File: config.mk
export PLATFORM = sky130hd
export DESIGN_NAME = sss_seq
export DESIGN_NICKNAME = d
export VERILOG_FILES = /design/src/design/sss_pkg.sv /design/src/design/sss_seq.sv
export SDC_FILE = /design/constraint.sdc
export NUM_CORES = 1
export LEC_CHECK = 0
export ABC_AREA = 1
export BUFFER_PORTS_ARGS = -buffer_cell sky130_fd_sc_hd__buf_2
export CAP_MARGIN = 15
export CORE_MARGIN = 2
export CORE_UTILIZATION = 35
export DETAILED_ROUTE_END_ITERATION = 10
export GPL_TIMING_DRIVEN = 1
export SYNTH_ARGS = -nofsm -noshare
export SYNTH_HDL_FRONTEND = slang
export SYNTH_SLANG_ARGS = --single-unit
File: constraint.sdc
create_clock -name clk -period 4 [get_ports clk]
set_input_delay 1 -clock clk [delete_from_list [all_inputs] [get_ports clk]]
set_output_delay 1 -clock clk [all_outputs]
set_load 0.02 [all_outputs]
File: src/design/sss_pkg.sv
// sss_pkg: shared types and constants of the scoped symbol stack
// item structs, opcode, status and sequencer state codes, parameter defaults
// no dependencies
`timescale 1ns / 1ps

package sss_pkg;

  // parameter defaults
  localparam int MAX_ENTRIES_DEF = 64;
  localparam int MAX_SCOPES_DEF  = 16;
  localparam int KEY_BITS_DEF    = 64;
  localparam int HANDLE_BITS_DEF = 16;

  // field widths fixed by the item format
  localparam int OPCODE_W = 3;
  localparam int NAME_W   = 64;
  localparam int HANDLE_W = 16;
  localparam int STATUS_W = 2;

  typedef enum logic [OPCODE_W-1:0] {
    OP_OPEN     = 3'd0,
    OP_CLOSE    = 3'd1,
    OP_ADD      = 3'd2,
    OP_FIND_ALL = 3'd3,
    OP_FIND_IN  = 3'd4
  } opcode_t;

  typedef enum logic [STATUS_W-1:0] {
    ST_OK          = 2'd0,
    ST_TABLE_FULL  = 2'd1,
    ST_SCOPES_FULL = 2'd2,
    ST_NO_SCOPE    = 2'd3
  } status_t;

  typedef enum logic [2:0] {
    S_IDLE,
    S_EXEC,
    S_CLOSE_LD,
    S_SEARCH,
    S_RESP
  } seq_state_t;

  typedef struct packed {
    logic [OPCODE_W-1:0] opcode;
    logic [NAME_W-1:0]   name_key;
    logic [HANDLE_W-1:0] entry_handle;
  } in_item_t;

  typedef struct packed {
    logic                found;
    logic [HANDLE_W-1:0] match_handle;
    logic [STATUS_W-1:0] status;
  } out_item_t;

  // result handoff from the sequencer to the output register
  typedef struct packed {
    logic      valid;
    out_item_t data;
  } res_t;

endpackage

File: src/design/sss_seq.sv
// sss_seq: sequencer of the scoped symbol stack with the shared key compare
// drives sss_entry_ram and sss_count_ram, hands results to the output register
// depends on sss_pkg
`timescale 1ns / 1ps

module sss_seq #(
  parameter int MAX_ENTRIES = sss_pkg::MAX_ENTRIES_DEF,
  parameter int MAX_SCOPES  = sss_pkg::MAX_SCOPES_DEF,
  parameter int KEY_BITS    = sss_pkg::KEY_BITS_DEF,
  parameter int HANDLE_BITS = sss_pkg::HANDLE_BITS_DEF,
  localparam int IDX_W  = $clog2(MAX_ENTRIES),
  localparam int CNT_W  = $clog2(MAX_ENTRIES + 1),
  localparam int SIDX_W = $clog2(MAX_SCOPES)
) (
  input  logic                   clk,
  input  logic                   rst_n,
  // input item
  input  logic                   in_valid,
  output logic                   in_ready,
  input  sss_pkg::in_item_t      in_data,
  // result handoff
  output sss_pkg::res_t          res,
  input  logic                   res_ready,
  // entry memory
  output logic                   ent_wr_en,
  output logic [IDX_W-1:0]       ent_wr_addr,
  output logic [KEY_BITS-1:0]    ent_wr_key,
  output logic [HANDLE_BITS-1:0] ent_wr_handle,
  output logic                   ent_rd_en,
  output logic [IDX_W-1:0]       ent_rd_addr,
  input  logic [KEY_BITS-1:0]    ent_rd_key,
  input  logic [HANDLE_BITS-1:0] ent_rd_handle,
  // scope count memory
  output logic                   cnt_wr_en,
  output logic [SIDX_W-1:0]      cnt_wr_addr,
  output logic [CNT_W-1:0]       cnt_wr_data,
  output logic                   cnt_rd_en,
  output logic [SIDX_W-1:0]      cnt_rd_addr,
  input  logic [CNT_W-1:0]       cnt_rd_data
);

  localparam int LVL_W = $clog2(MAX_SCOPES + 1);

  sss_pkg::seq_state_t state_r, state_nxt;

  // latched item
  logic [sss_pkg::OPCODE_W-1:0] op_r;
  logic [KEY_BITS-1:0]          key_r;
  logic [HANDLE_BITS-1:0]       hdl_r;

  // table state
  logic [CNT_W-1:0] total_r, total_nxt;
  logic [CNT_W-1:0] cur_cnt_r, cur_cnt_nxt;
  logic [LVL_W-1:0] level_r, level_nxt;

  // search walk
  logic [IDX_W-1:0] pos_r, pos_nxt;
  logic [CNT_W-1:0] remain_r, remain_nxt;
  logic             rd_vld_r, rd_vld_nxt;
  logic             hit;

  // result fields
  logic                         found_r, found_nxt;
  logic [HANDLE_BITS-1:0]       match_r, match_nxt;
  logic [sss_pkg::STATUS_W-1:0] status_r, status_nxt;

  logic accept;
  logic no_scope;
  logic [LVL_W-1:0] level_m1;
  logic [LVL_W-1:0] level_m2;

  assign accept   = in_valid && in_ready;
  assign no_scope = (level_r == '0);
  assign level_m1 = level_r - LVL_W'(1);
  assign level_m2 = level_r - LVL_W'(2);
  assign hit      = rd_vld_r && (ent_rd_key == key_r);

  // next state
  always_comb begin
    state_nxt = state_r;
    unique case (state_r)
      sss_pkg::S_IDLE: begin
        if (accept) state_nxt = sss_pkg::S_EXEC;
      end
      sss_pkg::S_EXEC: begin
        unique case (sss_pkg::opcode_t'(op_r))
          sss_pkg::OP_CLOSE: begin
            if (!no_scope && level_r >= LVL_W'(2)) state_nxt = sss_pkg::S_CLOSE_LD;
            else state_nxt = sss_pkg::S_RESP;
          end
          sss_pkg::OP_FIND_ALL, sss_pkg::OP_FIND_IN: begin
            state_nxt = no_scope ? sss_pkg::S_RESP : sss_pkg::S_SEARCH;
          end
          default: state_nxt = sss_pkg::S_RESP;
        endcase
      end
      sss_pkg::S_CLOSE_LD: state_nxt = sss_pkg::S_RESP;
      sss_pkg::S_SEARCH: begin
        if (hit || (remain_r == '0 && !rd_vld_r)) state_nxt = sss_pkg::S_RESP;
      end
      sss_pkg::S_RESP: begin
        if (res_ready) state_nxt = sss_pkg::S_IDLE;
      end
      default: state_nxt = sss_pkg::S_IDLE;
    endcase
  end

  // datapath and memory controls
  always_comb begin
    total_nxt   = total_r;
    cur_cnt_nxt = cur_cnt_r;
    level_nxt   = level_r;
    pos_nxt     = pos_r;
    remain_nxt  = remain_r;
    rd_vld_nxt  = 1'b0;
    found_nxt   = found_r;
    match_nxt   = match_r;
    status_nxt  = status_r;

    ent_wr_en     = 1'b0;
    ent_wr_addr   = total_r[IDX_W-1:0];
    ent_wr_key    = key_r;
    ent_wr_handle = hdl_r;
    ent_rd_en     = 1'b0;
    ent_rd_addr   = pos_r;
    cnt_wr_en     = 1'b0;
    cnt_wr_addr   = level_m1[SIDX_W-1:0];
    cnt_wr_data   = cur_cnt_r;
    cnt_rd_en     = 1'b0;
    cnt_rd_addr   = level_m2[SIDX_W-1:0];

    unique case (state_r)
      sss_pkg::S_IDLE: begin
        if (accept) begin
          found_nxt  = 1'b0;
          match_nxt  = '0;
          status_nxt = sss_pkg::ST_OK;
        end
      end
      sss_pkg::S_EXEC: begin
        unique case (sss_pkg::opcode_t'(op_r))
          sss_pkg::OP_OPEN: begin
            if (level_r >= LVL_W'(MAX_SCOPES)) begin
              status_nxt = sss_pkg::ST_SCOPES_FULL;
            end else begin
              // save the innermost count before starting an empty scope
              cnt_wr_en   = !no_scope;
              cur_cnt_nxt = '0;
              level_nxt   = level_r + LVL_W'(1);
            end
          end
          sss_pkg::OP_CLOSE: begin
            if (no_scope) begin
              status_nxt = sss_pkg::ST_NO_SCOPE;
            end else begin
              total_nxt   = (cur_cnt_r > total_r) ? '0 : total_r - cur_cnt_r;
              level_nxt   = level_m1;
              cnt_rd_en   = (level_r >= LVL_W'(2));
              cur_cnt_nxt = '0;
            end
          end
          sss_pkg::OP_ADD: begin
            if (no_scope) begin
              status_nxt = sss_pkg::ST_NO_SCOPE;
            end else if (total_r >= CNT_W'(MAX_ENTRIES)) begin
              status_nxt = sss_pkg::ST_TABLE_FULL;
            end else begin
              ent_wr_en   = 1'b1;
              total_nxt   = total_r + CNT_W'(1);
              cur_cnt_nxt = cur_cnt_r + CNT_W'(1);
            end
          end
          sss_pkg::OP_FIND_ALL, sss_pkg::OP_FIND_IN: begin
            if (no_scope) begin
              status_nxt = sss_pkg::ST_NO_SCOPE;
            end else begin
              // walk down from the newest entry
              remain_nxt = (sss_pkg::opcode_t'(op_r) == sss_pkg::OP_FIND_ALL)
                           ? total_r : cur_cnt_r;
              pos_nxt    = IDX_W'(total_r - CNT_W'(1));
            end
          end
          default: begin
          end
        endcase
      end
      sss_pkg::S_CLOSE_LD: begin
        // restore the count of the scope that is now innermost
        cur_cnt_nxt = cnt_rd_data;
      end
      sss_pkg::S_SEARCH: begin
        if (hit) begin
          found_nxt = 1'b1;
          match_nxt = ent_rd_handle;
        end else if (remain_r != '0) begin
          // one read issued per cycle, compared on the next
          ent_rd_en  = 1'b1;
          rd_vld_nxt = 1'b1;
          pos_nxt    = pos_r - IDX_W'(1);
          remain_nxt = remain_r - CNT_W'(1);
        end
      end
      sss_pkg::S_RESP: begin
      end
      default: begin
      end
    endcase
  end

  // handshake outputs, input held off while in reset
  assign in_ready               = rst_n && (state_r == sss_pkg::S_IDLE);
  assign res.valid              = (state_r == sss_pkg::S_RESP);
  assign res.data.found         = found_r;
  assign res.data.match_handle  = sss_pkg::HANDLE_W'(match_r);
  assign res.data.status        = status_r;

  // control state
  always_ff @(posedge clk) begin
    if (!rst_n) begin
      state_r   <= sss_pkg::S_IDLE;
      total_r   <= '0;
      cur_cnt_r <= '0;
      level_r   <= LVL_W'(1);
      rd_vld_r  <= 1'b0;
    end else begin
      state_r   <= state_nxt;
      total_r   <= total_nxt;
      cur_cnt_r <= cur_cnt_nxt;
      level_r   <= level_nxt;
      rd_vld_r  <= rd_vld_nxt;
    end
  end

  // payload registers
  always_ff @(posedge clk) begin
    if (accept) begin
      op_r  <= in_data.opcode;
      key_r <= KEY_BITS'(in_data.name_key);
      hdl_r <= HANDLE_BITS'(in_data.entry_handle);
    end
    pos_r    <= pos_nxt;
    remain_r <= remain_nxt;
    found_r  <= found_nxt;
    match_r  <= match_nxt;
    status_r <= status_nxt;
  end

endmodule

Yosys cells after proc, flatten, opt, wreduce, memory -nomap -nowiden
Cells that the tools add are included.
Word-level totals
  bits in registers: 138
  input bits: 174
  output and inout port bits: 132
  word-level logic and storage cells: 142
Cells by class
  $add $sub $neg: 9
  $lt $le $gt $ge: 4
  equal/unequal tests: 30
  multiplexer cells: 58
  reductions and logical operators: 28
Operator list (number)
  7-bit 2-to-1 mux: 13
  64-bit equality test: 1
  7-bit case mux with 2 select lines: 3
  16-bit 2-to-1 mux: 2
  16-bit case mux with 2 select lines: 1
  6-bit 2-to-1 mux: 4
  2-bit != test, second input constant: 11
  7-bit case mux with 3 select lines: 1
  3-bit != test, second input constant: 6
  1-bit 2-to-1 mux: 15
  3-bit 2-to-1 mux: 5
  3-bit case mux with 5 select lines: 1
  7-bit by 1-bit adder with 7-bit output, second input constant: 2
  3-bit by 2-bit equality test with 1-bit output, second input constant: 4
  6-bit case mux with 2 select lines: 1
  6-bit AND reduction: 2
  2-bit nonzero test: 6
  6-bit by 1-bit subtractor with 6-bit output, second input constant: 2
  2-bit 2-to-1 mux: 5
  5-bit 2-to-1 mux: 2
  5-bit case mux with 2 select lines: 1
  5-bit AND reduction: 2
  7-bit greater-or-equal comparator, second input constant: 1
  7-bit greater-than comparator: 1
  other kinds (28): 37

Longest topological paths before layout
  depth after elaboration: 6
  gate-level depth with buffers: 13
  depth with buffers taken out: 13

Least setup slack after synthesis
Ideal clock, no wire load.
  kind: input -> register
  start point: input port rst_n
  end point: register hdl_r[0] (netlist: ent_wr_handle[0]) (enable)
  setup time: 0.436 ns
  arrival time: 3.185 ns
  required time: 3.564 ns
  setup slack: 0.378 ns
  stages on the path: 4
  path buffers: 0
  cell sequence: inv_2 > nor3_2 > nand2_1 > inv_1
Between the ends
  longest elaborated chain between the ends: 2
Ends and longest elaborated chain
  start, declared: RTL line sss_seq.sv:16  | input logic rst_n,
  1-bit logical AND: RTL line sss_seq.sv:211  | assign in_ready = rst_n && (state_r == sss_pkg::S_IDLE);
  via in_ready: RTL line sss_seq.sv:19  | output logic in_ready,
  1-bit logical AND: RTL line sss_seq.sv:72  | assign accept = in_valid && in_ready;
  via accept: RTL line sss_seq.sv:67  | logic accept;
  end signal, assigned: RTL line sss_seq.sv:239  | hdl_r <= HANDLE_BITS'(in_data.entry_handle);
  end, declared: RTL line sss_seq.sv:49  | logic [HANDLE_BITS-1:0] hdl_r;
The timed path passes the listed nets, and every way through them passes these cells.
A chain may end at the register's enable or synchronous reset.

Worst setup path in the final report
  start point: input port ent_rd_key[38]
  end point: output port ent_rd_en
Between the ends
  longest elaborated chain between the ends: 4
Ends and longest elaborated chain
  start, declared: RTL line sss_seq.sv:31  | input logic [KEY_BITS-1:0] ent_rd_key,
  64-bit equality test: RTL line sss_seq.sv:76  | assign hit = rd_vld_r && (ent_rd_key == key_r);
  1-bit logical AND: RTL line sss_seq.sv:76
  1-bit 2-to-1 mux: RTL line sss_seq.sv:192  | if (hit) begin
  1-bit 2-to-1 mux: RTL line sss_seq.sv:132  | unique case (state_r)
  end, declared: RTL line sss_seq.sv:29  | output logic ent_rd_en,
Every way passes these cells.

==> run_results.csv <==
group,metric,value,unit
place,gp_congestion,0.888,
finish,syn2layout_area_growth,33.6,%
sta,min_period,3.56,ns
place,numPortBuffers,305,
cts,clk-insertion-delay-late,0.42,ns
finish,final_area,9560,sq um
power_and_ir_drop,peakVddDrop,0.274,mV
critical_path,startpoint_type,"input pin",
cts,cts_sinks,138,
die,rows,52,
yosys,synthFlopType,"edfxtp_1",
sta,setup_viol,0,
yosys,synth_seq_cells,138,
cts,h-tree-depth,4,
critical_path,crit_path_end_kind,"output pin",
critical_path,crit_type,"input pin to output pin",
cts,cts_resized,0,
critical_path,arrival,2.56,ns
yosys,synth.top_cell.area_share,0.482,
sta,post-route-period-util,0.889,
yosys,synth.yosys.warnings,0,
power_and_ir_drop,p_leak,0.00464,uW
sta,tightestPinTransition,0.737,ns
status,outcome,"complete, no violations",
cts,cts_buffer_depth,2,
critical_path,crit-reg2reg-launch,"ent_wr_key[50]",
place,placed_cell_area,8970,sq um
yosys,synth_cell_types,44,
global_routing,grt_start_max_net_pins,39,
power_and_ir_drop,power,4880,uW
global_routing,grt_pass1_vias,5858,
critical_path,cp_max_fo,3,
critical_path,r2r_end,"remain_r[0]",
cts,cts_buffers,17,
critical_path,crit_required,3.00,ns
finish,num-nets-final,1306,
yosys,syn_area_per_cell,8.97,sq um
global_routing,grt_util_all_layers,0.189,
worst_hold_path,min_to,"level_r[4]",
critical_path,reg2reg_depth,13,
power_and_ir_drop,power_density,510,nW/um^2
finish,fillers,2000,
power_and_ir_drop,combPwrFrac,0.280,
yosys,ys_async_sr_fraction,0,
yosys,netlist_top_cells_area,"edfxtp_1 48%, nand2_1 9.4%, inv_1 7.2%",
job,cap_violations,0,
power_and_ir_drop,netSwitchingFraction,0.350,
worst_hold_path,hp-start,"level_r[4]",
yosys,synth_edf_count,115,
die,io_pins,306,
die,core,20200,sq um
finish,final_cell_mix,"305 x buf_2, 180 x nand2_1, 137 x inv_1",
worst_hold_path,hold_depth,2,
global_routing,grt_pass1_wl,31.6,mm
critical_path,rrSetupSlack,1.79,ns
routing,via_count,6264,
global_routing,overflow,0,
yosys,syn_nets,992,
sta,final.setup.worst_slack,0.444,ns
sta,slew_violations,0,
yosys,yosysSeqAreaShare,0.547,
finish,drive_gt1_frac,0.339,
sta,tns,0,ns
global_routing,antenna_found_initial,3,
cts,clkTransAtPathRegs,0.06,ns
die,fp.dieW,147,um
routing,wl,20.6,mm
routing,drt_iter0_drc,238,
routing,ant_nets,0,
yosys,syn_area,7160,sq um
die,start_util,0.355,
place,dp_slack,0.396,ns
routing,drt_pass1_iterations,4,
worst_hold_path,hp-class,"flop to flop",
routing,drcViolationCount,0,
routing,detail_route.vias_per_cell,4.48,
sta,skew,0.0144,ns
routing,wl_per_cell,14.7,um
sta,max_slew_margin,0.508,
die,die-area,21600,sq um
power_and_ir_drop,intPower,3170,uW
power_and_ir_drop,p_clk_frac,0.321,
sta,fmax,281,MHz
place,dp_hpwl,16.4,mm
cts,cts_setup_buffers,0,
sta,rsz0062_at_grt,"no",
cts,hold_buffers,0,
power_and_ir_drop,seqPwrFrac,0.399,
cts,cts_tree,"built",
power_and_ir_drop,p_sw,1710,uW
die,die_h,147,um
finish,final_common_cell,"buf_2",
cts,root_buffer,"clkbuf_16",
sta,final-hold-violation-count,0,
yosys,syn_inst,798,
yosys,yosysTopAreaCell,"edfxtp_1",
-- power groups by stage --
stage | combinational [uW] | sequential, uW | clock (uW)
after global placement | 1370 | 1970 | 0
after global routing | 1530 | 1970 | 1660
final | 1370 | 1940 | 1560
after detailed placement | 1380 | 1970 | 0
after floorplan | 759 | 2130 | 0
after CTS | 1380 | 1940 | 1600
-- layer usage --
layer  up-vias  global-route usage  share of wire
li1       3199                   -              -
met1      2852               0.246           0.45
met2       194               0.310           0.47
met3        19              0.0512          0.058
met4         0              0.0596          0.015
met5         -                   0              0
-- worst max path at each step --
stage / startpoint / to / cells past startpoint
2_1_floorplan: rst_n / ent_wr_handle[0] / 4
3_3_place_gp: ent_rd_key[38] / ent_rd_en / 15
3_5_place_dp: ent_rd_key[38] / ent_rd_en / 15
4_1_cts: ent_rd_key[38] / ent_rd_en / 15
5_1_grt: ent_rd_key[38] / ent_rd_en / 15
6_report: ent_rd_key[38] / ent_rd_en / 15
-- logic make-up (layout without fill, tap and decap cells) --
group                      count (synthesis)  in the layout  share of synthesized area
and+or+nand+nor                          343            343                      0.203
buffers and inverters                    164            491                     0.0938
DFF                                      138            138                      0.547
AOI/OAI and AO/OA                        101            101                     0.0809
xor gates and xnor gates                  32             32                     0.0391
adders and majority gates                 20             20                     0.0360
other                                      0              3                          0
-- final cells by class --
type,instances,area [sq um],area share
Antenna cell,3,7.51,0.000785
Clock buffer,17,425,0.0445
Clock inverter,15,156,0.0164
Inverter,148,561,0.0586
Multi-Input combinational cell,496,2580,0.270
Sequential cell,138,3910,0.409
Tap cell,270,338,0.0353
Timing Repair Buffer,311,1580,0.166
-- state kept, by name (all words and copies together), names as in the netlist --
register,count
level_r,5
status_r,2
match_r,16
remain_r,7
ent_wr_handle,16
found_r,1
total_r,7
ent_rd_addr,6
rd_vld_r,1
cnt_wr_data,7
ent_wr_key,64
state_r,3
op_r,3
-- stage by stage --
step,cells,hold WS (ns),util
4_1_cts,1395,0.548,0.474
3_5_place_dp,1363,0.538,0.445
3_3_place_gp,1363,0.532,0.445
6_report,1398,0.541,0.474
5_1_grt,1398,0.587,0.474
2_1_floorplan,798,0.487,-
-- synth_stat cells, types with 2 or more instances --
library cell / n
a21boi_0: 2
nor3_1: 10
a21oi_1: 34
inv_2: 8
edfxtp_1: 115
xnor2_1: 23
nand3_2: 2
o21ai_1: 7
o21ai_4: 2
nand4_1: 8
buf_4: 9
nand2_1: 180
o21ai_0: 40
xor2_1: 9
nand2_2: 3
inv_1: 138
a32oi_1: 2
o211ai_1: 4
buf_2: 3
or2_2: 10
dfxtp_1: 23
a31oi_1: 6
nand3_1: 21
nor2_1: 100
ha_1: 19
buf_6: 2
-- worst max-delay path: stages --
cell     delay, ns
buf_2         0.09
inv_1         0.03
nand2_1       0.05
nand2_1       0.05
nor2_1        0.12
nand2_1       0.06
nor2_1        0.15
nand2_1       0.07
nor2_1        0.22
nand3_1       0.23
nand2_1       0.11
inv_1         0.04
nand2_1       0.09
inv_1         0.08
buf_2         0.16
Note: power is estimated with default switching activity, not from simulation.
