[src/design/sss_count_ram.sv]
// sss_count_ram: entry counts of the outer (saved) scopes
// one write port, one read port with registered read data
// depends on nothing but its parameters
`timescale 1ns / 1ps

module sss_count_ram #(
  parameter int DEPTH = 16,
  parameter int CNT_W = 7
) (
  input  logic                     clk,
  input  logic                     wr_en,
  input  logic [$clog2(DEPTH)-1:0] wr_addr,
  input  logic [CNT_W-1:0]         wr_data,
  input  logic                     rd_en,
  input  logic [$clog2(DEPTH)-1:0] rd_addr,
  output logic [CNT_W-1:0]         rd_data
);

  logic [CNT_W-1:0] cnt_mem [DEPTH];

  // write port
  always_ff @(posedge clk) begin
    if (wr_en) begin
      cnt_mem[wr_addr] <= wr_data;
    end
  end

  // registered read port
  always_ff @(posedge clk) begin
    if (rd_en) begin
      rd_data <= cnt_mem[rd_addr];
    end
  end

endmodule

[config.mk]
export PLATFORM = sky130hd
export DESIGN_NAME = sss_count_ram
export DESIGN_NICKNAME = d
export VERILOG_FILES = /design/src/design/sss_count_ram.sv
export SDC_FILE = /design/constraint.sdc
export NUM_CORES = 1
export LEC_CHECK = 0
export CAP_MARGIN = 20
export CORE_MARGIN = 2
export CORE_UTILIZATION = 35
export CTS_CLUSTER_SIZE = 25
export DETAILED_ROUTE_END_ITERATION = 7
export DONT_BUFFER_PORTS = 1
export PLACE_DENSITY = 0.56
export SLEW_MARGIN = 10
export SYNTH_ARGS = -nofsm -noshare
export SYNTH_HDL_FRONTEND = slang
export SYNTH_SLANG_ARGS = --single-unit
export TNS_END_PERCENT = 50
[constraint.sdc]
create_clock -name clk -period 1.8 [get_ports clk]
set_input_delay 0.18 -clock clk [delete_from_list [all_inputs] [get_ports clk]]
set_output_delay 0.18 -clock clk [all_outputs]
set_load 0.005 [all_outputs]
# Word level (Yosys, flattened, before mapping)
# Memories as Yosys holds them, arrays and structs flattened. A register that Yosys moved wholly into a read port is not among the register bits.
# Cells that the tools add are included.
dict set report classes {
  mux 2
}
# cell count
set ops {}
lappend ops {{$mux W1} 2}
dict set report word_totals {
  regBits 0
  ram_bits 112
  inputBits 18
  out_inout_bits 7
  n_memories 1
}
# name depth word_bits rd rd_clocked_by_memory_dff wr line
set mem_list {}
lappend mem_list {cnt_mem 16 7 1 1 1 19} ;# logic [CNT_W-1:0] cnt_mem [DEPTH];

# Depth between registers and ports, before layout
# Gate-level depths: netlist of the first run.
dict set report depth {
  depth_word 2
  mapped_depth 5
  mapped_depth_nobuf 3
}

# Least setup slack after synthesis of the first run
# No wires, ideal clock.
dict set report synth_timing {
  path_kind {input port to flip-flop}
  from {input port wr_addr[2]}
  to {memory cnt_mem[0][0] (enable)}
  setup_ns 0.380
  arrival_time_ns 1.223
  required_ns 1.420
  setup_slack_ns 0.197
  path_stages 2
  path_buffers 0
  path_cell_list {or3b_2 -> nor3_1}
}
# item line
set synth_lines {}
lappend synth_lines {{from (decl)} 12} ;# input logic [$clog2(DEPTH)-1:0] wr_addr,
lappend synth_lines {{to (decl)} 19}
# Straight into the memory's write port.

==> results of run 1 <==
## routing by layer
layer / up-vias / part of all wire (%)
li1: 947 / -
met1: 1129 / 45
met2: 81 / 46
met3: 9 / 7.2
met4: 0 / 1.3
met5: - / 0
## worst reg2reg max path, delay by kind of cell (launching register included)
| family | cells | cell delay, ns |
|---|---|---|
| AOI/OAI and AO/OA | 1 | 0.27 |
| DFF | 1 | 0.36 |
| and+or+nand+nor | 1 | 0.09 |
| muxes | 1 | 0.56 |
## logic make-up after synthesis
group | Yosys count | synth area share [%]
DFF | 119 | 77.7
and+or+nand+nor | 34 | 3.45
AOI/OAI and AO/OA | 14 | 2.28
muxes | 28 | 15.1
buffers and inverters | 8 | 1.50
## power groups by stage
stage          clock network (W)  logic (W)  registers [W]
2_1_floorplan                  0   0.000157        0.00319
3_3_place_gp                   0   0.000175        0.00320
3_5_place_dp                   0   0.000177        0.00320
4_1_cts                  0.00359   0.000234        0.00314
5_1_grt                  0.00373   0.000249        0.00315
6_report                 0.00353   0.000231        0.00314
## Yosys cell counts (2+ instances only)
cell type / count
sky130_fd_sc_hd__nor3_1: 4
sky130_fd_sc_hd__nand2b_1: 2
sky130_fd_sc_hd__nor2_1: 13
sky130_fd_sc_hd__buf_2: 3
sky130_fd_sc_hd__edfxtp_1: 119
sky130_fd_sc_hd__mux4_2: 11
sky130_fd_sc_hd__mux4_1: 17
sky130_fd_sc_hd__a22oi_1: 14
sky130_fd_sc_hd__clkbuf_1: 2
sky130_fd_sc_hd__nand3b_1: 2
sky130_fd_sc_hd__nor2b_1: 2
sky130_fd_sc_hd__nand2_1: 8
## cell type report
cell class / count / share of cell area, %
clock buffer: 17 / 7.63
clock inverter: 15 / 3.59
multi-input combinational: 76 / 17.2
sequential: 119 / 64.1
tap: 172 / 3.86
timing repair buffer: 24 / 3.59
## worst min path at each step
| stage | startpoint | to | slack, ns | cells past startpoint |
|---|---|---|---|---|
| floorplan | wr_data[0] | cnt_mem[0][0] | 0.28 | 0 |
| global placement | wr_data[0] | cnt_mem[9][0] | 0.28 | 0 |
| detailed placement | wr_data[0] | cnt_mem[9][0] | 0.28 | 0 |
| CTS | rd_addr[1] | rd_data[4] | 0.12 | 3 |
| global route | wr_addr[0] | cnt_mem[12][3] | 0.13 | 2 |
| finish | rd_addr[1] | rd_data[4] | 0.14 | 3 |
## sequential cells by signal (all words and copies together), names as in the netlist
signal / cells
cnt_mem: 112
rd_data: 7
## cell usage in the layout (no fill, tap or decap)
cell type	n
sky130_fd_sc_hd__clkinv_2	2
sky130_fd_sc_hd__clkbuf_16	17
sky130_fd_sc_hd__clkinv_1	1
sky130_fd_sc_hd__dlygate4sd3_1	8
sky130_fd_sc_hd__nand3b_1	2
sky130_fd_sc_hd__nand2b_1	2
sky130_fd_sc_hd__clkinv_4	1
sky130_fd_sc_hd__mux4_1	17
sky130_fd_sc_hd__nand2_1	8
sky130_fd_sc_hd__buf_4	16
sky130_fd_sc_hd__nor3_1	4
sky130_fd_sc_hd__bufinv_16	4
sky130_fd_sc_hd__edfxtp_1	119
sky130_fd_sc_hd__mux4_2	11
sky130_fd_sc_hd__or3b_2	1
sky130_fd_sc_hd__nor2_1	13
sky130_fd_sc_hd__inv_6	4
sky130_fd_sc_hd__and2_1	1
sky130_fd_sc_hd__a22oi_1	14
sky130_fd_sc_hd__nand3_1	1
sky130_fd_sc_hd__nor2b_1	2
sky130_fd_sc_hd__clkinvlp_4	3
## stage by stage
step                setup slack, ns  total power [W]  cell area, um^2
floorplan                     0.197          0.00335             4600
global placement              0.284          0.00337             4870
detailed placement            0.269          0.00338             4870
CTS                           0.268          0.00697             5570
global route                  0.218          0.00713             5570
finish                        0.260          0.00691             5570
## repair_timing
action | 4_1_cts | 5_1_grt
endpoints found under the setup margin | 0 | 0
endpoints found under the hold margin | 119 | 0
hold buffers | 8 | 0
==> impl_summary.md, run 1 <==
Critical path
Tracing the worst setup path back leads to its startpoint at cnt_mem[12][3]. The worst setup slack for register-to-register paths is 0.26 ns. The endpoint of the worst setup timing path is rd_data[3]. The worst setup path is of the register to register kind. The sort of element at the start of the critical path is a register. The largest individual stage delay along the critical path comes from the cell sky130_fd_sc_hd__mux4_1. The cell family contributing the most delay on the critical path is multiplexers.

In this run the critical register-to-register path is launched from cnt_mem[12][3]. The number of buffers and inverters on the critical path is 0. The number of cells on the worst reg-to-reg path is 3. The critical path crosses 3 cells after its start point. Data on the critical path arrives at its endpoint at 1.68 ns. The required time of the critical path is 1.94 ns.

The critical path capture point type is a register. The largest incremental delay on the critical path is 0.56 ns. In this run the critical register-to-register path is captured at rd_data[3]. The largest fanout of any net on the critical path is 1. Traced cell by cell, the critical path runs through mux4_1 -> a22oi_1 -> nand2_1.

Clock network
The H-tree was split into 4 levels. Post-CTS timing repair inserted 0 buffers for setup. CTS placed an instance of sky130_fd_sc_hd__clkbuf_16 at the clock tree root. TritonCTS built the clock tree.

In this run, CTS created clock tree buffers numbering 17. The clock passes through at most 2 buffers. The clock sink count is 119. The number of gates resized after cts is 0. After clock tree synthesis, the clock-pin slew on the worst setup and hold paths is 0.06 ns. At the later pin of the worst-skew pair, clock insertion delay measures 0.41 ns.

STA
The normalized max-slew margin is 52.4%. The final critical-path share of the clock period is 85.5%. Final hold analysis gives a worst-case slack of 0.136 ns. Setup violations remaining at the end of the flow were counted as 0. The final number of hold-violating endpoints was 0. For the final database, setup skew stands at 0.00965 ns. The max-slew violation total from the final report is 0. The final total negative setup slack is 0 ns. The achievable frequency is 650 MHz. For the pin with the worst max-slew slack, the measured transition is 0.711 ns. Setup repair after global routing left no endpoint under its margin.

After layout, the minimum clock period comes to 1.54 ns.

Final layout
The synthesis-to-finish area growth is 21.1%. The count of placed standard cells in the final layout, fillers left out is 423. In the final layout, flip-flops and latches occupy 0.00357 mm^2. For this run, the share of the core covered by cells in the final layout is 43.8%.

At the end of the flow, the number of nets in the layout was 256. Summing all multi-input logic gate instances after layout gives 958 um^2. The number of inserted filler cells in the final layout is 1139.

The share of final-layout standard cells stronger than drive strength 1 is 23.5%. The antenna diode count is 0.

Placed design
The number of buffers inserted by port buffering is 0. Counting tap cells, the placed design contains a total of 383 instances. The placed wire-length estimate is 5630 um. The congestion estimate from routability-driven global placement came to 0.679.

Synth
The number of synthesized register bits is 119. In this run, synthesis inferred 119 flip-flops with an integrated enable. The yosys synthesis warning count is 0. The share of synthesized flip-flops with an asynchronous set or reset is 0%. The cell type contributing the most total cell area after synthesis is sky130_fd_sc_hd__edfxtp_1. In the synthesized netlist the dominant register cell turns out to be sky130_fd_sc_hd__edfxtp_1. The cell count after synthesis came out at 203. The netlist area before placement is 0.00460 mm^2. The number of nets produced by synthesis is 221. The fraction of post-synthesis cell area in the top cell type by area is 77.7%. The sequential cell area fraction in the yosys report is 77.7%. The average cell area after synthesis is 22.7 um^2. In the post-synthesis netlist, the biggest area contributors are sky130_fd_sc_hd__edfxtp_1 78%, sky130_fd_sc_hd__mux4_1 9.7%, sky130_fd_sc_hd__mux4_2 5.4%. The netlist uses 18 different library cells.

GRT
The via count of the first global-routing pass is 2232. The peak-usage layer in the global routing report is met2. The met3 routing resource usage after global routing is 4.34%. The first-pass GRT wire length is 13700 um.

Global routing finished with a remaining overflow of 0. The global-route total usage across every layer is 13.9%. In the global route stage, met2 resource usage came out at 20.4%. The number of antenna violations at the first check in global routing was 0. Global routing consumed, on the met1 layer, 19.4% of the routing resources. Entering global routing, the biggest net connects 29 pins.

Worst hold path
The path class of the tightest hold or removal check is primary input to register.

Pwr
The fraction of power spent switching nets is 19.6%. Internal power comes to 0.00555 W. For this design the static power due to leakage is 1.84 nW.

The worst-case IR drop observed on VDD is 0.000614 V. In this run the power spent charging and discharging nets is 0.00136 W. Combinational cells account for 3.3% of the total power. The cell area power density is 1240 mW/mm^2. The share of power burned in the clock network is 51.2%. In this run, flip-flops and latches consume 45.5% of the power.

Drt
Before antenna repair, the detailed router went through 4 iterations. The routed via count is 2166. The per-cell via count in the routed design is 5.12. Once detail routing completed, the nets flagged for antenna violations numbered 0. In this run, the number of DRC markers left after iteration 0 of detailed routing was 183. The average detailed-routed wire length per instance is 21.6 um.

For this block, the routed nets add up to 9150 um of wire. For this run, design rule violations remaining after detail routing come to 0.

Die
The die is 119 um tall. The total area inside the core boundary comes to 0.0127 mm^2. The I/O pin count is 25.

The overall die area is 0.0141 mm^2. The floorplan step set the die width to 119 um. The effective utilization at floorplan is 36.2%.

The row count is 41.

Flow run
Max-cap violations in this run came to 0.

Status
The flow ran to the end, and the final reports show no timing, DRC or antenna violations.
Power figures use the tool's default switching activity.
==> inputs of run 2 (changes only) <==
--- a/config.mk
+++ b/config.mk
@@ -7,11 +7,12 @@
 export LEC_CHECK = 0
 export CAP_MARGIN = 20
 export CORE_MARGIN = 2
-export CORE_UTILIZATION = 35
+export CORE_UTILIZATION = 61
 export CTS_CLUSTER_SIZE = 25
 export DETAILED_ROUTE_END_ITERATION = 7
 export DONT_BUFFER_PORTS = 1
-export PLACE_DENSITY = 0.56
+export MAX_ROUTING_LAYER = met4
+export PLACE_DENSITY = 0.84
 export SLEW_MARGIN = 10
 export SYNTH_ARGS = -nofsm -noshare
 export SYNTH_HDL_FRONTEND = slang
==> impl_summary.md, run 2 (synthesis gave the netlist of run 1 again) <==
Pwr
The leakage power of the design came to 1.83 nW (-0.98%). The internal power consumption is 0.00545 W (-1.8%). The switching power is 0.00129 W (-5.1%). The fraction of power spent switching nets is 19.1% (-0.53 points). The maximum VDD drop came to 0.000857 V (+40%).

The fraction of power consumed by sequential logic is 46.7% (+1.2 points). The cell area power density came to 1240 mW/mm^2 (-0.33%). The power share of the combinational group was 3.4% (about the same). The share of power burned in the clock network came to 49.9% (-1.3 points).

Critical path
The critical path capture point type is a register. The required time of the critical path is 2.05 ns (+0.11 ns). The critical path goes through mux4_1 -> a22oi_1 -> nand2_1.

The endpoint of the worst register-to-register path is rd_data[2]. The sort of element at the start of the critical path is a register. The largest fanout of any net on the critical path is 1 (unchanged). The critical path start-end classification is register to register. The cell at the slowest stage of the critical path is sky130_fd_sc_hd__mux4_1. The worst setup slack for register-to-register paths is 0.22 ns (-0.04 ns). The largest incremental delay on the critical path was 0.53 ns (-0.03 ns). The data arrival time of the critical path came to 1.82 ns (+0.14 ns).

The startpoint of the most critical register-to-register path is cnt_mem[0][2]. The number of cells on the worst reg-to-reg path was 3 (unchanged).

STA
The final total negative setup slack was 0 ns (unchanged). The final number of hold-violating endpoints came to 0 (unchanged). The transition time at the pin with the least slew margin is 0.676 ns (-0.0353 ns). The worst path setup slack after routing is 0.223 ns (-0.0373 ns). The normalized max-slew margin is 54.8% (+2.4 points).

Setup repair after global routing left no endpoint under its margin. The worst clock skew is 0.00664 ns (-0.00301 ns). The max-slew violation total from the final report is 0 (unchanged). The final critical delay including setup and external delays is 1.58 ns (+0.0373 ns). The number of setup violations in the final report came to 0 (unchanged). The final critical-path share of the clock period is 87.6% (+2.1 points).

The achievable frequency came to 634 MHz (-2.4%).

Die
The die width came to 90.8 um (-23%). The placeable core area came to 0.00729 mm^2 (-43%). The overall die height is 90.8 um (-23%).

The overall die area is 0.00825 mm^2 (-41%). The row count was 31 (-24%). The I/O pin count is 25 (unchanged). The effective utilization at floorplan came to 63.1% (+27 points).

Clock network
The clock sink count is 119 (unchanged). The cell sitting at the root of the clock tree is a sky130_fd_sc_hd__clkbuf_8. The TritonCTS buffer count is 17 (unchanged).

The clock latency reported for the late side of the worst-skew pair came to 0.51 ns (+0.10 ns). The register clock-pin slew on the reported worst setup and hold paths is 0.06 ns (about the same). The maximum number of buffers from clock root to sink came to 2 (unchanged). The clock tree from TritonCTS is done. The number of gates resized after cts was 0 (unchanged). The number of post-CTS setup repair buffers is 0 (unchanged). The number of H-tree levels is 4 (unchanged).

GRT
The pin count of the biggest net entering global routing is 29 (unchanged). The global-route congestion overflow total is 0 (unchanged). The global-route total usage across every layer is 24.8% (+11 points). The first-pass GRT wire length is 13600 um (-1.3%). The via count of the first global-routing pass was 2274 (+1.9%). The number of antenna violations at the first check in global routing came to 0 (unchanged).

Placed design
The worst slack after detailed placement came to 0.274 ns (+0.00527 ns). The placed wire-length estimate is 5230 um (-7.2%). The number of buffers inserted by port buffering is 0 (unchanged).

The final estimated routing congestion in global placement is 0.763 (+12%).

Worst hold path
The worst hold path begins at wr_addr[0]. The number of cells traversed by the worst hold path is 2 (-1). In this run the worst hold path is classified as primary input to register. For hold timing, the worst endpoint is cnt_mem[12][1].

Final layout
The net count reported at finish came to 256 (unchanged). The flip-flop count of the largest register after layout is 112 (unchanged). The register with the most flip-flops in the final layout is cnt_mem. The top cell types in the final layout, fill and taps aside, are 119 x sky130_fd_sc_hd__edfxtp_1, 17 x sky130_fd_sc_hd__mux4_1, 16 x sky130_fd_sc_hd__clkbuf_16, 16 x sky130_fd_sc_hd__buf_4, 14 x sky130_fd_sc_hd__a22oi_1. The largest registers in the layout are cnt_mem x112, rd_data x7. The area taken by flip-flops and latches was 0.00357 mm^2 (unchanged). The antenna diode count came to 0 (unchanged). The area growth from synthesis to layout is 18.5%. Leaving out fill and tap cells, the most frequent cell in the layout is sky130_fd_sc_hd__edfxtp_1. The share of final-layout standard cells stronger than drive strength 1 came to 22.3% (-1.2 points). The area of combinational cells with multiple inputs came to 958 um^2 (unchanged). The number of inserted filler cells in the final layout is 404 (-65%).

Drt
The average detailed-routed wire length per instance was 25.7 um (+19%). The number of DRC markers after the initial detailed-route iteration was 223 (+22%). The wire length reported by the detailed router is 8980 um (-1.9%).

The post-route DRC violation count is 0 (unchanged). The routed via count came to 2206 (+1.8%). The remaining antenna violation count came to 0 (unchanged). The detailed-routing iteration count for the pre-antenna-repair pass is 5 (+1). The per-cell via count in the routed design is 6.30 (+23%).

Flow run
The count of max-cap constraint violations was 0 (unchanged).

Status
The run finished with clean final reports.
==> run 2: cell types whose count changed in the layout (fill, tap and decap cells not counted) <==
cell / change
sky130_fd_sc_hd__clkinv_1: +3
sky130_fd_sc_hd__clkinv_4: -1
sky130_fd_sc_hd__clkinvlp_4: +1
sky130_fd_sc_hd__clkbuf_16: -1
sky130_fd_sc_hd__clkbuf_8: +1
sky130_fd_sc_hd__inv_6: -3
==> run 2: layer usage <==
| layer | GRT usage (%) | part of all wire, % | up-vias |
|---|---|---|---|
| met5 | - | 0 | - |
| met4 | 8.46 | 1.0 | 0 |
| met3 | 6.93 | 8.2 | 8 |
| met2 | 38.2 | 51 | 146 |
| met1 | 32.6 | 40 | 1109 |
| li1 | - | - | 943 |
==> run 2: critical path: cells and delay by family, from the launching register on <==
kind	cells	cell delay, ns
AND/OR/NAND/NOR	1	0.11
multiplexers	1	0.53
AO/OA/AOI/OAI	1	0.30
flip-flops	1	0.37
==> run 2: repair_timing <==
item	CTS	global route
setup endpoints to repair	0	0
hold buffers	8	0
hold endpoints to repair	119	0
==> run 2: stage by stage <==
stage | instance area (um^2) | hold WS, ns | total power [W] | std cells | utilization (%)
2_1_floorplan | 4600 | 0.279 | 0.00335 | 203 | -
3_3_place_gp | 4780 | 0.280 | 0.00336 | 310 | 65.5
3_5_place_dp | 4780 | 0.280 | 0.00337 | 310 | 65.5
4_1_cts | 5450 | 0.00896 | 0.00677 | 350 | 74.8
5_1_grt | 5450 | 0.0292 | 0.00690 | 350 | 74.8
6_report | 5450 | 0.0366 | 0.00674 | 350 | 74.8
==> run 2: layout make-up <==
cell class,instances,area share [%]
flip-flops and latches,119,65.5
clock inverters,15,3.37
well taps,99,2.27
clock buffers,17,7.59
repair buffers,24,3.67
multi-input cells,76,17.6
==> run 2: worst max path at each step <==
stage	slack (ns)	end	cells past startpoint	startpoint
floorplan	0.20	cnt_mem[0][0]	2	wr_addr[2]
global placement	0.27	rd_data[3]	3	cnt_mem[5][3]
detailed placement	0.27	rd_data[3]	3	cnt_mem[4][3]
CTS	0.23	rd_data[2]	3	cnt_mem[0][2]
global route	0.22	rd_data[0]	3	cnt_mem[1][0]
finish	0.22	rd_data[2]	3	cnt_mem[0][2]
==> run 2: power groups by stage <==
stage	combinational, W	clock [W]	sequential (W)
floorplan	0.000157	0	0.00319
global placement	0.000165	0	0.00320
detailed placement	0.000168	0	0.00320
CTS	0.000229	0.00339	0.00315
global route	0.000242	0.00351	0.00315
finish	0.000227	0.00336	0.00315
==> inputs of run 3 (changes only) <==
--- a/config.mk
+++ b/config.mk
@@ -12,7 +12,7 @@
 export DETAILED_ROUTE_END_ITERATION = 7
 export DONT_BUFFER_PORTS = 1
 export MAX_ROUTING_LAYER = met4
-export PLACE_DENSITY = 0.84
+export PLACE_DENSITY = 0.75
 export SLEW_MARGIN = 10
 export SYNTH_ARGS = -nofsm -noshare
 export SYNTH_HDL_FRONTEND = slang
==> impl_summary.md, run 3 (synthesis gave the netlist of run 1 again) <==
Status
The flow ran to the end, and the final reports show no timing, DRC or antenna violations.

Die
The row count is 31 (unchanged). The I/O pin count is 25 (unchanged). The overall die height came to 90.8 um (unchanged). The die width was 90.8 um (unchanged). The overall die area came to 0.00825 mm^2 (unchanged). The placeable core area is 0.00729 mm^2 (unchanged). The effective utilization at floorplan came to 63.1% (unchanged).

Critical path
The signal on the critical path passes through mux4_1 -> a22oi_1 -> nand2_1. The startpoint of the most critical register-to-register path is cnt_mem[5][5]. The endpoint identified for the worst register-to-register timing path is rd_data[5]. The data arrival time of the critical path is 1.76 ns (-0.06 ns).

The worst setup path startpoint is cnt_mem[5][5]. The worst setup slack for register-to-register paths was 0.29 ns (+0.07 ns). The largest incremental delay on the critical path is 0.56 ns (+0.03 ns). STA classifies the critical path endpoint as a register.

The count of buffering cells on the critical path with inverters included is 0 (unchanged). The critical path start-end classification is register to register. The largest fanout of any net on the critical path is 1 (unchanged). STA classifies the critical path startpoint as a register.

The required time of the critical path came to 2.05 ns (about the same). The cell at the slowest stage of the critical path is sky130_fd_sc_hd__mux4_1. On the critical path the largest part of the delay comes from multiplexers. The number of cells on the worst reg-to-reg path is 3 (unchanged).

Final layout
The flip-flop count of the largest register after layout is 112 (unchanged). The top cell types in the final layout, fill and taps aside, are 119 x sky130_fd_sc_hd__edfxtp_1, 17 x sky130_fd_sc_hd__mux4_1, 16 x sky130_fd_sc_hd__clkbuf_16. The number of inserted filler cells in the final layout is 445 (+10%).

The net count reported at finish is 253 (-1.2%). The synthesis-to-finish area growth is 17.6%. Counting flops per register, the top entry is cnt_mem. The antenna diode count is 0 (unchanged). The post-layout utilization of the core is 74.2% (-0.58 points).

The share of final-layout standard cells stronger than drive strength 1 is 21.4% (-0.94 points). The post-layout instance area is 0.00541 mm^2 (-0.78%). In the final layout, the registers with the most flip-flops are cnt_mem x112, rd_data x7. The library cell used most frequently in the layout, excluding fill and tap cells, is sky130_fd_sc_hd__edfxtp_1.

STA
The worst clock skew is 0.00560 ns (-0.00104 ns). The final critical delay including setup and external delays is 1.51 ns (-0.0713 ns). The achievable frequency came to 664 MHz (+4.7%). The final critical-path share of the clock period is 83.6% (-4.0 points). The normalized max-slew margin is 53.5% (-1.2 points).

The final number of hold-violating endpoints is 0 (unchanged). The max-slew violation total from the final report is 0 (unchanged). The final total negative setup slack came to 0 ns (unchanged). Setup repair after global routing left no endpoint under its margin. The number of setup violations in the final report is 0 (unchanged). The transition time at the pin with the least slew margin is 0.694 ns (+0.0183 ns).

Clock network
The maximum number of buffers from clock root to sink is 2 (unchanged). The number of H-tree levels is 4 (unchanged). The root buffer cell is sky130_fd_sc_hd__clkbuf_8. The clock sink count is 119 (unchanged). The register clock-pin slew on the reported worst setup and hold paths is 0.06 ns (about the same). The clock latency reported for the late side of the worst-skew pair is 0.51 ns (about the same). The TritonCTS buffer count is 17 (unchanged). The number of post-CTS setup repair buffers is 0 (unchanged). TritonCTS built the clock tree. The number of gates resized after cts is 0 (unchanged).

Placed design
The number of buffers inserted by port buffering is 0 (unchanged). The area after detailed placement was 0.00475 mm^2 (-0.47%). The placed wire-length estimate is 5370 um (+2.8%). The final estimated routing congestion in global placement came to 0.786 (+3.0%).

Drt
The post-route DRC violation count is 0 (unchanged). The per-cell via count in the routed design is 6.50 (+3.2%). The number of DRC markers after the initial detailed-route iteration is 227 (+1.8%). The remaining antenna violation count was 0 (unchanged).

The routed via count is 2256 (+2.3%). The detailed-routing iteration count for the pre-antenna-repair pass is 5 (unchanged). The average detailed-routed wire length per instance came to 25.6 um (-0.11%).

The wire length reported by the detailed router is 8890 um (-0.97%).

Pwr
The cell area power density is 1220 mW/mm^2 (-1.1%). The maximum VDD drop is 0.000803 V (-6.3%). The leakage power of the design is 1.80 nW (-1.3%).

GRT
The pin count of the biggest net entering global routing was 29 (unchanged). The via count of the first global-routing pass is 2302 (+1.2%). The number of antenna violations at the first check in global routing is 0 (unchanged). The first-pass GRT wire length is 13700 um (+1.0%). The global-route congestion overflow total came to 0 (unchanged). The global-route total usage across every layer is 24.7% (-0.063 points).

Flow run
The count of max-cap constraint violations was 0 (unchanged).

Worst hold path
The number of cells traversed by the worst hold path is 2 (unchanged). The worst hold path startpoint is wr_addr[0]. The worst hold path belongs to the class primary input to register.

The worst hold endpoint is cnt_mem[12][5].
[run 3: how the worst max path moves through the flow]
stage	slack [ns]	endpoint	cells after the start
6_report	0.29	rd_data[5]	3
4_1_cts	0.27	rd_data[3]	3
3_3_place_gp	0.30	rd_data[4]	3
5_1_grt	0.24	rd_data[5]	3
2_1_floorplan	0.20	cnt_mem[0][0]	2
3_5_place_dp	0.29	rd_data[3]	3
[run 3: routing by layer]
layer | GRT usage (%) | wire length (um) | vias up
met3 | 7.43 | 622 | 18
met4 | 9.22 | 204 | 0
li1 | - | - | 943
met1 | 33.4 | 3640 | 1192
met5 | - | 0 | -
met2 | 36.5 | 4430 | 103
[run 3: through the flow]
stage / instances / hold WS (ns) / setup slack (ns) / total power (W)
after detailed placement: 307 / 0.280 / 0.289 / 0.00337
final: 347 / 0.0335 / 0.294 / 0.00661
after CTS: 347 / 0.0195 / 0.274 / 0.00663
after floorplan: 203 / 0.279 / 0.197 / 0.00335
after global routing: 347 / 0.0254 / 0.238 / 0.00677
after global placement: 307 / 0.280 / 0.304 / 0.00337
[run 3: report_power, final]
| group | internal (W) | switching, W |
|---|---|---|
| Clock | 0.00209 | 0.00114 |
| Sequential | 0.00313 | 0.0000203 |
| Combinational | 0.000105 | 0.000121 |
| Total | 0.00532 | 0.00129 |
[run 3: final cells by class]
| class | count | area (um^2) | area share, % |
|---|---|---|---|
| well taps | 99 | 124 | 2.29 |
| clock buffers | 19 | 422 | 7.79 |
| multi-input cells | 76 | 958 | 17.7 |
| repair buffers | 21 | 178 | 3.28 |
| clock inverters | 13 | 156 | 2.89 |
| flip-flops and latches | 119 | 3570 | 66.0 |
[run 3: repair_timing]
action / in CTS / in global routing
endpoints found under the setup margin: 0 / 0
endpoints found under the hold margin: 119 / 0
hold buffers: 8 / 0
